### src/hdl/ismet_pkg.sv
// shared types and constants for the ising metropolis spin update core
// no dependencies; imported by every module of the core but ismet_ram

package ismet_pkg;

  // default lattice edge length
  localparam int SIDE_DEFAULT = 32;

  // field widths
  localparam int KIND_W   = 1;
  localparam int ROW_W    = 5;
  localparam int COL_W    = 5;
  localparam int RND_W    = 16;
  localparam int THR_W    = 16;
  localparam int DE_W     = 5;
  localparam int MAG_W    = 12;

  // stream data widths, padded to whole bytes
  localparam int IN_DATA_W  = 32;
  localparam int OUT_DATA_W = 24;

  // item kinds
  localparam logic [KIND_W-1:0] KIND_LOAD  = 1'b0;
  localparam logic [KIND_W-1:0] KIND_TRIAL = 1'b1;

  // configuration register indexes
  localparam int CFG_IDX_W = 1;
  localparam logic [CFG_IDX_W-1:0] CFG_THR_FOUR  = 1'd0;
  localparam logic [CFG_IDX_W-1:0] CFG_THR_EIGHT = 1'd1;

  // energy change values
  localparam logic signed [DE_W-1:0] DE_ZERO      = 5'sd0;
  localparam logic signed [DE_W-1:0] DE_FOUR      = 5'sd4;
  localparam logic signed [DE_W-1:0] DE_EIGHT     = 5'sd8;
  localparam logic signed [DE_W-1:0] DE_NEG_FOUR  = -5'sd4;
  localparam logic signed [DE_W-1:0] DE_NEG_EIGHT = -5'sd8;

  // magnetization step for one spin change
  localparam logic signed [MAG_W-1:0] MAG_STEP = 12'sd2;

  // controller to datapath commands
  typedef struct packed {
    logic clear_wr;  // write one all-up row of the clearing pass
    logic take;      // register the accepted input beat
    logic rd_first;  // read rows r and r-1
    logic capture;   // latch center row, the bits taken from it and the bit above
    logic fire;      // evaluate, write back, load the output register
  } cmd_t;

  // datapath to controller status
  typedef struct packed {
    logic clear_last; // clearing pass is on its last row
    logic out_stall;  // output register holds a beat that is not taken
  } sts_t;

endpackage

### src/hdl/ismet_ram.sv
// generic simple ram: one write port, two registered read ports
// no dependencies

module ismet_ram #(
  parameter int WIDTH = 32,
  parameter int DEPTH = 32
) (
  input  logic                     clk,
  input  logic                     we,
  input  logic [$clog2(DEPTH)-1:0] waddr,
  input  logic [WIDTH-1:0]         wdata,
  input  logic [$clog2(DEPTH)-1:0] raddr_a,
  input  logic [$clog2(DEPTH)-1:0] raddr_b,
  output logic [WIDTH-1:0]         rdata_a,
  output logic [WIDTH-1:0]         rdata_b
);

  logic [WIDTH-1:0] mem [DEPTH];

  always_ff @(posedge clk) begin
    if (we) begin
      mem[waddr] <= wdata;
    end
    rdata_a <= mem[raddr_a];
    rdata_b <= mem[raddr_b];
  end

endmodule

### src/hdl/ismet_ctrl.sv
// sequencing state machine of the spin update core
// depends on ismet_pkg (cmd_t, sts_t)

module ismet_ctrl
  import ismet_pkg::*;
(
  input  logic clk,
  input  logic rst,
  input  logic in_tvalid,
  output logic in_tready,
  input  sts_t sts,
  output cmd_t cmd
);

  typedef enum logic [2:0] {
    S_CLEAR,
    S_IDLE,
    S_RD1,
    S_RD2,
    S_EVAL
  } state_t;

  state_t state;

  always_ff @(posedge clk) begin
    if (rst) begin
      state <= S_CLEAR;
    end else begin
      unique case (state)
        S_CLEAR: if (sts.clear_last) state <= S_IDLE;
        S_IDLE:  if (in_tvalid) state <= S_RD1;
        S_RD1:   state <= S_RD2;
        S_RD2:   state <= S_EVAL;
        S_EVAL:  if (!sts.out_stall) state <= S_IDLE;
        default: state <= S_CLEAR;
      endcase
    end
  end

  assign in_tready = (state == S_IDLE);

  always_comb begin
    cmd          = '0;
    cmd.clear_wr = (state == S_CLEAR);
    cmd.take     = (state == S_IDLE) && in_tvalid;
    cmd.rd_first = (state == S_RD1);
    cmd.capture  = (state == S_RD2);
    cmd.fire     = (state == S_EVAL) && !sts.out_stall;
  end

`ifndef SYNTH
  // never overwrite a result the sink has not taken
  a_fire_no_stall: assert property (@(posedge clk) disable iff (rst)
    cmd.fire |-> !sts.out_stall)
    else $error("evaluation fired over a stalled output beat");
`endif

endmodule

### src/hdl/ismet_dpath.sv
// datapath of the spin update core: lattice row store, neighbour fetch,
// energy and acceptance logic, magnetization, thresholds, output register
// depends on ismet_pkg and ismet_ram

module ismet_dpath
  import ismet_pkg::*;
#(
  parameter int SIDE = SIDE_DEFAULT
) (
  input  logic                    clk,
  input  logic                    rst,
  input  cmd_t                    cmd,
  output sts_t                    sts,
  input  logic [KIND_W-1:0]       in_kind,
  input  logic [ROW_W-1:0]        in_row,
  input  logic [COL_W-1:0]        in_col,
  input  logic                    in_spin_value,
  input  logic [RND_W-1:0]        in_random_fraction,
  input  logic                    cfg_we,
  input  logic [CFG_IDX_W-1:0]    cfg_index,
  input  logic [THR_W-1:0]        cfg_data,
  output logic                    out_tvalid,
  input  logic                    out_tready,
  output logic                    out_flipped,
  output logic signed [DE_W-1:0]  out_de,
  output logic signed [MAG_W-1:0] out_mag
);

  localparam int RW    = $clog2(SIDE);
  localparam int MW    = (RW + 1 > ROW_W) ? RW + 1 : ROW_W;
  localparam int SUB_N = ((2 ** ROW_W) - 1) / SIDE;
  localparam logic [RW-1:0] IDX_LAST = RW'(SIDE - 1);
  localparam logic signed [MAG_W-1:0] MAG_RESET = MAG_W'(SIDE * SIDE);

  // fold an incoming 5-bit index onto the lattice edge
  function automatic logic [RW-1:0] wrap_idx(input logic [ROW_W-1:0] v);
    logic [MW-1:0] t;
    t = MW'(v);
    for (int i = 0; i < SUB_N; i++) begin
      if (t >= MW'(SIDE)) t = t - MW'(SIDE);
    end
    return RW'(t);
  endfunction

  // item registers
  logic [KIND_W-1:0] kind_q;
  logic              sv_q;
  logic [RND_W-1:0]  rnd_q;
  logic [RW-1:0]     r_q, c_q;
  logic [RW-1:0]     rm, rp, cm, cp;

  // fetched spins
  logic [SIDE-1:0]   row_word;
  logic              s_q, left_q, right_q, up_q;

  // config and state
  logic [THR_W-1:0]        thr_four, thr_eight;
  logic signed [MAG_W-1:0] mag, mag_next;
  logic [RW-1:0]           clr_cnt;

  // ram ports
  logic            ram_we;
  logic [RW-1:0]   ram_waddr, ram_raddr_a;
  logic [SIDE-1:0] ram_wdata, rdata_a, rdata_b;

  // evaluation
  logic                   down;
  logic [2:0]             up_cnt;
  logic signed [5:0]      de_pos, de_neg;
  logic signed [DE_W-1:0] de;
  logic                   accept, changed, new_bit;
  logic [SIDE-1:0]        new_row;

  assign rm = (r_q == '0) ? IDX_LAST : r_q - RW'(1);
  assign rp = (r_q == IDX_LAST) ? '0 : r_q + RW'(1);
  assign cm = (c_q == '0) ? IDX_LAST : c_q - RW'(1);
  assign cp = (c_q == IDX_LAST) ? '0 : c_q + RW'(1);

  always_ff @(posedge clk) begin
    if (cmd.take) begin
      kind_q <= in_kind;
      sv_q   <= in_spin_value;
      rnd_q  <= in_random_fraction;
      r_q    <= wrap_idx(in_row);
      c_q    <= wrap_idx(in_col);
    end
    if (cmd.capture) begin
      row_word <= rdata_a;
      s_q      <= rdata_a[c_q];
      left_q   <= rdata_a[cm];
      right_q  <= rdata_a[cp];
      up_q     <= rdata_b[c_q];
    end
  end

  // rows r and r-1 first, then row r+1 held through evaluation
  assign ram_raddr_a = cmd.rd_first ? r_q : rp;

  ismet_ram #(
    .WIDTH (SIDE),
    .DEPTH (SIDE)
  ) u_ram (
    .clk     (clk),
    .we      (ram_we),
    .waddr   (ram_waddr),
    .wdata   (ram_wdata),
    .raddr_a (ram_raddr_a),
    .raddr_b (rm),
    .rdata_a (rdata_a),
    .rdata_b (rdata_b)
  );

  // energy: dE = 2*s*(2k-4), k the count of up neighbours
  always_comb begin
    down   = rdata_a[c_q];
    up_cnt = 3'(left_q) + 3'(right_q) + 3'(up_q) + 3'(down);
    de_pos = $signed({1'b0, up_cnt, 2'b00}) - 6'sd8;
    de_neg = -de_pos;
    de     = s_q ? de_pos[DE_W-1:0] : de_neg[DE_W-1:0];

    if (de <= DE_ZERO)      accept = 1'b1;
    else if (de == DE_FOUR) accept = rnd_q < thr_four;
    else                    accept = rnd_q < thr_eight;

    if (kind_q == KIND_TRIAL) begin
      changed = accept;
      new_bit = ~s_q;
    end else begin
      changed = (sv_q != s_q);
      new_bit = sv_q;
    end

    new_row       = row_word;
    new_row[c_q]  = new_bit;

    if (!changed)     mag_next = mag;
    else if (new_bit) mag_next = mag + MAG_STEP;
    else              mag_next = mag - MAG_STEP;
  end

  always_comb begin
    ram_we    = cmd.clear_wr || (cmd.fire && changed);
    ram_waddr = cmd.clear_wr ? clr_cnt : r_q;
    ram_wdata = cmd.clear_wr ? '1 : new_row;
  end

  assign sts.clear_last = (clr_cnt == IDX_LAST);
  assign sts.out_stall  = out_tvalid && !out_tready;

  always_ff @(posedge clk) begin
    if (rst) begin
      clr_cnt    <= '0;
      mag        <= MAG_RESET;
      thr_four   <= '0;
      thr_eight  <= '0;
      out_tvalid <= 1'b0;
    end else begin
      if (cmd.clear_wr) clr_cnt <= clr_cnt + RW'(1);
      if (cfg_we) begin
        unique case (cfg_index)
          CFG_THR_FOUR:  thr_four  <= cfg_data;
          CFG_THR_EIGHT: thr_eight <= cfg_data;
          default: ;
        endcase
      end
      if (cmd.fire) begin
        mag        <= mag_next;
        out_tvalid <= 1'b1;
      end else if (out_tready) begin
        out_tvalid <= 1'b0;
      end
    end
  end

  always_ff @(posedge clk) begin
    if (cmd.fire) begin
      out_flipped <= (kind_q == KIND_TRIAL) && accept;
      out_de      <= (kind_q == KIND_TRIAL) ? de : DE_ZERO;
      out_mag     <= mag_next;
    end
  end

`ifndef SYNTH
  a_mag_only_on_fire: assert property (@(posedge clk) disable iff (rst)
    !cmd.fire |=> $stable(mag))
    else $error("magnetization moved without an evaluation");
  a_de_legal: assert property (@(posedge clk) disable iff (rst)
    out_tvalid |-> (out_de == DE_ZERO || out_de == DE_FOUR || out_de == DE_EIGHT ||
                    out_de == DE_NEG_FOUR || out_de == DE_NEG_EIGHT))
    else $error("energy change outside the lattice set");
  a_neg_de_flips: assert property (@(posedge clk) disable iff (rst)
    (out_tvalid && out_de < DE_ZERO) |-> out_flipped)
    else $error("downhill trial was not flipped");
`endif

endmodule

### src/hdl/ising_metropolis_spin_update_core.sv
// top level of the ising metropolis spin update core
// depends on ismet_pkg, ismet_ctrl, ismet_dpath (and through it ismet_ram)
//
// channel   direction  handshake            payload
// in        sink       in_tvalid/in_tready  in_tuser kind, in_tdata row/col/spin/random
// out       source     out_tvalid/out_tready out_tdata flipped/energy/magnetization
// cfg       sink       cfg_we               cfg_index, cfg_data (threshold)
//
// each item passes through accept, read rows r and r-1, read row r+1,
// then evaluate and write row r back if the spin changed; the single row
// store with two read ports sets this sequence; no new item is taken before it ends
// after reset a clearing pass writes all spins up, one row a cycle over all
// SIDE rows, with in_tready low; configuration writes are taken throughout
// a held output beat keeps the core in evaluation, so in_tready stays low
// until the sink takes the beat

module ising_metropolis_spin_update_core
  import ismet_pkg::*;
#(
  parameter int SIDE = SIDE_DEFAULT
) (
  input  logic                  clk,
  input  logic                  rst,
  input  logic                  in_tvalid,
  output logic                  in_tready,
  input  logic [IN_DATA_W-1:0]  in_tdata,   // row[4:0], col[9:5], spin_value[10],
                                            // random_fraction[26:11], zero pad
  input  logic [KIND_W-1:0]     in_tuser,   // kind[0]
  output logic                  out_tvalid,
  input  logic                  out_tready,
  output logic [OUT_DATA_W-1:0] out_tdata,  // flipped[0], energy_change[5:1],
                                            // magnetization[17:6], zero pad
  input  logic                  cfg_we,
  input  logic [CFG_IDX_W-1:0]  cfg_index,
  input  logic [THR_W-1:0]      cfg_data
);

  cmd_t cmd;
  sts_t sts;

  logic                    out_flipped;
  logic signed [DE_W-1:0]  out_de;
  logic signed [MAG_W-1:0] out_mag;

  // sequencer: clearing pass, item phases, output stall
  ismet_ctrl u_ctrl (
    .clk       (clk),
    .rst       (rst),
    .in_tvalid (in_tvalid),
    .in_tready (in_tready),
    .sts       (sts),
    .cmd       (cmd)
  );

  // field unpacking straight off the input beat
  ismet_dpath #(
    .SIDE (SIDE)
  ) u_dpath (
    .clk                (clk),
    .rst                (rst),
    .cmd                (cmd),
    .sts                (sts),
    .in_kind            (in_tuser),
    .in_row             (in_tdata[ROW_W-1:0]),
    .in_col             (in_tdata[ROW_W+COL_W-1:ROW_W]),
    .in_spin_value      (in_tdata[ROW_W+COL_W]),
    .in_random_fraction (in_tdata[ROW_W+COL_W+RND_W:ROW_W+COL_W+1]),
    .cfg_we             (cfg_we),
    .cfg_index          (cfg_index),
    .cfg_data           (cfg_data),
    .out_tvalid         (out_tvalid),
    .out_tready         (out_tready),
    .out_flipped        (out_flipped),
    .out_de             (out_de),
    .out_mag            (out_mag)
  );

  // result beat packing, lowest field first
  assign out_tdata = {(OUT_DATA_W - 1 - DE_W - MAG_W)'(0), out_mag, out_de, out_flipped};

endmodule

### config.mk
export PLATFORM = sky130hd
export DESIGN_NAME = ising_metropolis_spin_update_core
export DESIGN_NICKNAME = d
export VERILOG_FILES = /design/src/hdl/ismet_pkg.sv /design/src/hdl/ismet_ram.sv /design/src/hdl/ismet_ctrl.sv /design/src/hdl/ismet_dpath.sv /design/src/hdl/ising_metropolis_spin_update_core.sv
export SDC_FILE = /design/constraint.sdc
export NUM_CORES = 2
export LEC_CHECK = 0
export BUFFER_PORTS_ARGS = -buffer_cell sky130_fd_sc_hd__buf_2
export CELL_PAD_IN_SITES_DETAIL_PLACEMENT = 1
export CELL_PAD_IN_SITES_GLOBAL_PLACEMENT = 2
export CORE_ASPECT_RATIO = 1.2
export CORE_MARGIN = 5
export CORE_UTILIZATION = 45
export DETAILED_ROUTE_END_ITERATION = 10
export MAX_ROUTING_LAYER = met4
export PLACE_DENSITY = 0.88
export SYNTH_ARGS = -nofsm -noshare
export SYNTH_HDL_FRONTEND = slang
export SYNTH_SLANG_ARGS = --single-unit
export TNS_END_PERCENT = 10
### constraint.sdc
create_clock -name clk -period 9.9 [get_ports clk]
set_input_delay 0.99 -clock clk [delete_from_list [all_inputs] [get_ports clk]]
set_output_delay 0.99 -clock clk [all_outputs]
set_load 0.1 [all_outputs]
==> impl_metrics.ini <==
[yosys]
synth-seq-cells = 1219
syn_area_per_cell_um2 = 13.02
synth_area_mm2 = 0.05760
synth-async-reset-ratio = 0
synth_edf_count = 1103
yosys_most_used_dff = edfxtp_1
postSynthCellCount = 4422
synth_warnings = 0
ys_types = 64
ys_seq_area_frac = 0.6154

[timing]
rsz0062_at_grt = no
setup_tns_ps = 0
setup_viol = 0
timing.hold.ws_ps = 404.6
skew_ps = 33.07
min_period_ps = 7809
timing.fmax_ghz = 0.1281
slew_headroom = 0.2144
tightest_slew_ps = 1176
hold_viol = 0
drv_slew = 0
post-route-period-util = 0.7888

[clock_network]
root_buffer = clkbuf_16
htreeDepth = 3
cts_setup_buffers = 0
cts-buffers-inserted = 116
cts_hold_buffers = 0
clkLatencyLatePin_ps = 760
tritoncts = yes
cts_resized = 0
clkTransAtPathRegs_ps = 70
clock_sinks = 1219
clockBufferDepth = 3

[hold_path]
hp-class = primary input to flip-flop

[worst_setup_path]
arrival_ps = 8260
end_kind = flip-flop
cp.required_ps = 10350
crit_fanout = 20
path_class = flip-flop to flip-flop
start_kind = flip-flop

[global_routing]
top_usage_layer = met2
grt_pass1_wl_mm = 277.1
grt_antenna_before_repair = 11
grt_use_met2 = 0.4529
grt_start_max_net_pins = 154
grt_overflow_total = 0
use_met3 = 0.04852
met1_usage = 0.3503
grt_pass1_vias = 41736
grt_usage = 0.2835

[floorplanning]
dieArea_mm2 = 0.1353
floorplan.initialDensity = 0.4540
core_mm2 = 0.1269
die_h_um = 401.9
die_w_um = 336.6
rows = 143
io_pins = 81

[cells_and_area]
fillCellCount = 12567
final-seq-area_mm2 = 0.03544
nets = 4498
areaGrowthSynthToFinish_pct = 11.18
fin_area_mm2 = 0.06403
multi_input_area_mm2 = 0.02099
layout-drive-gt1-share = 0.1783

[routing]
wl_per_cell_um = 30.84
drt_iter0_drc = 4590
wl_mm = 190.0
antenna_left = 0
drc = 0
vias = 40585
firstDrtPassIters = 6
vias_per_cell = 6.586

[placed_design]
hpwlAfterDp_mm = 107.4
numPortBuffers = 66
gp_congestion = 0.9037
placed_area_mm2 = 0.06001

[power_and_ir_drop]
p_per_area_mw_per_mm2 = 163.0
power.leakage_nw = 21.32
peakVddDrop_mv = 0.1409

[run_status]
status = complete, no violations

[run]
max-cap-violations = 0
==> cells by family (layout without fill, tap and decap cells) <==
kind of cell,Yosys count,in the layout,synth area share
DFF,1219,1219,0.6154
AOI/OAI and AO/OA,497,497,0.06359
adders and majority gates,55,55,0.01234
xor gates and xnor gates,22,22,0.003345
other,1,16,0.00006511
muxes,386,386,0.1410
and+or+nand+nor,1851,1851,0.1364
buffers and inverters,391,449,0.02789
==> flip-flops by register name, summed over array words and instances, names as in the netlist, 16 cells and up <==
| signal | cells |
|---|---|
| u_dpath.thr_eight | 16 |
| u_dpath.u_ram.rdata_a | 32 |
| u_dpath.u_ram.rdata_b | 32 |
| u_dpath.row_word | 32 |
| u_dpath.thr_four | 16 |
| u_dpath.rnd_q | 16 |
| u_dpath.u_ram.mem | 1024 |
==> power by group <==
group | switching, mW | internal, mW
logic | 0.116 | 0.0288
registers | 0.00762 | 5.55
clock network | 2.02 | 2.71
==> final timing paths <==
path,start,end,slack (ps),depth (start not counted)
worst min-delay path,in_tdata[10],u_dpath.sv_q$_DFFE_PP_,400,1
worst max register to register,u_dpath.c_q[0]$_DFFE_PP_,u_dpath.u_ram.mem[9][12]$_DFFE_PP_,2090,14
worst min register to register,u_dpath.thr_four[0]$_SDFFE_PP0P_,u_dpath.thr_four[0]$_SDFFE_PP0P_,450,2
worst max-delay path,u_dpath.c_q[0]$_DFFE_PP_,u_dpath.u_ram.mem[9][12]$_DFFE_PP_,2090,14
==> layout by cell type, fill, tap and decap left out, types with 14 or more instances in the layout <==
cell type and n:
clkbuf_16 118, nor3_1 15, dfxtp_1 116, and3_1 142
nand2_1 1239, xnor2_1 14, ha_1 51, mux2_2 31
buf_4 109, a21oi_1 59, inv_1 45, buf_2 66
mux2i_1 16, clkbuf_1 23, edfxtp_1 1103, clkinv_2 19
nand3_1 284, o211ai_1 32, mux4_2 337, nor2_1 77
bufinv_16 18, a22o_1 64, nor2_4 35, a31oi_1 133
a311oi_1 128
==> area by class of cell <==
| type | count | area share |
|---|---|---|
| Sequential cell | 1219 | 0.5535 |
| Multi-Input combinational cell | 2820 | 0.3278 |
| Clock buffer | 146 | 0.04854 |
| Tap cell | 1667 | 0.03257 |
| Timing Repair Buffer | 183 | 0.02044 |
| Clock inverter | 72 | 0.01401 |
| Inverter | 48 | 0.002814 |
| Antenna cell | 7 | 0.0002736 |
==> worst max-delay path, stage by stage (launching register included) <==
cell	delay [ps]
edfxtp_1	880
buf_4	440
mux4_2	550
a32oi_1	280
nand4_1	270
fa_1	660
fa_1	440
mux2i_1	330
nand3_1	140
o311ai_0	770
a211o_1	240
nand2_1	480
a21oi_4	1110
nor2_4	410
buf_4	430
==> layer usage <==
| layer | up-vias | routed length, um |
|---|---|---|
| met2 | 2243 | 91320 |
| met3 | 519 | 16800 |
| met1 | 21086 | 70950 |
| met4 | 0 | 10940 |
| li1 | 16737 | - |
| met5 | - | 0 |
==> synthesized netlist by cell type (3+ instances only) <==
cell type | number | area share
nand3b_1 | 5 | 0.00065
dfxtp_1 | 116 | 0.040
mux2i_1 | 17 | 0.0030
a211oi_1 | 12 | 0.0016
a21oi_1 | 62 | 0.0054
nor3_1 | 16 | 0.0014
a22oi_1 | 9 | 0.0012
edfxtp_1 | 1103 | 0.58
a22o_1 | 64 | 0.0097
and2_1 | 10 | 0.0011
a211o_1 | 3 | 0.00046
nand2b_1 | 9 | 0.00098
o31ai_1 | 5 | 0.00065
inv_1 | 46 | 0.0030
or2_2 | 3 | 0.00033
a31oi_1 | 133 | 0.014
and3_1 | 142 | 0.015
ha_1 | 52 | 0.011
o211ai_1 | 32 | 0.0042
clkbuf_1 | 240 | 0.016
o21ai_0 | 13 | 0.0011
buf_4 | 11 | 0.0014
a311oi_1 | 128 | 0.019
a31o_2 | 5 | 0.00076
xor2_1 | 6 | 0.00091
nand2_1 | 1239 | 0.081
mux4_2 | 337 | 0.13
a32oi_1 | 5 | 0.00076
nand3_1 | 284 | 0.025
nor2_1 | 111 | 0.0072
buf_2 | 66 | 0.0057
nor2b_1 | 10 | 0.0011
mux2_2 | 31 | 0.0061
fa_1 | 3 | 0.0010
a21o_1 | 5 | 0.00065
xnor2_1 | 16 | 0.0024
nand4_1 | 13 | 0.0014
buf_1 | 24 | 0.0016
o32ai_1 | 3 | 0.00046
==> per-stage QoR <==
stage | power (mW) | setup slack (ps) | std cells | utilization
floorplan | 5.744 | 3013 | 4430 | -
global placement | 5.812 | 2336 | 5937 | 0.4731
detailed placement | 5.816 | 2248 | 5937 | 0.4731
CTS | 10.49 | 2123 | 6155 | 0.5046
global route | 10.71 | 1784 | 6160 | 0.5047
finish | 10.44 | 2091 | 6162 | 0.5048
Power figures use the tool's default switching activity.
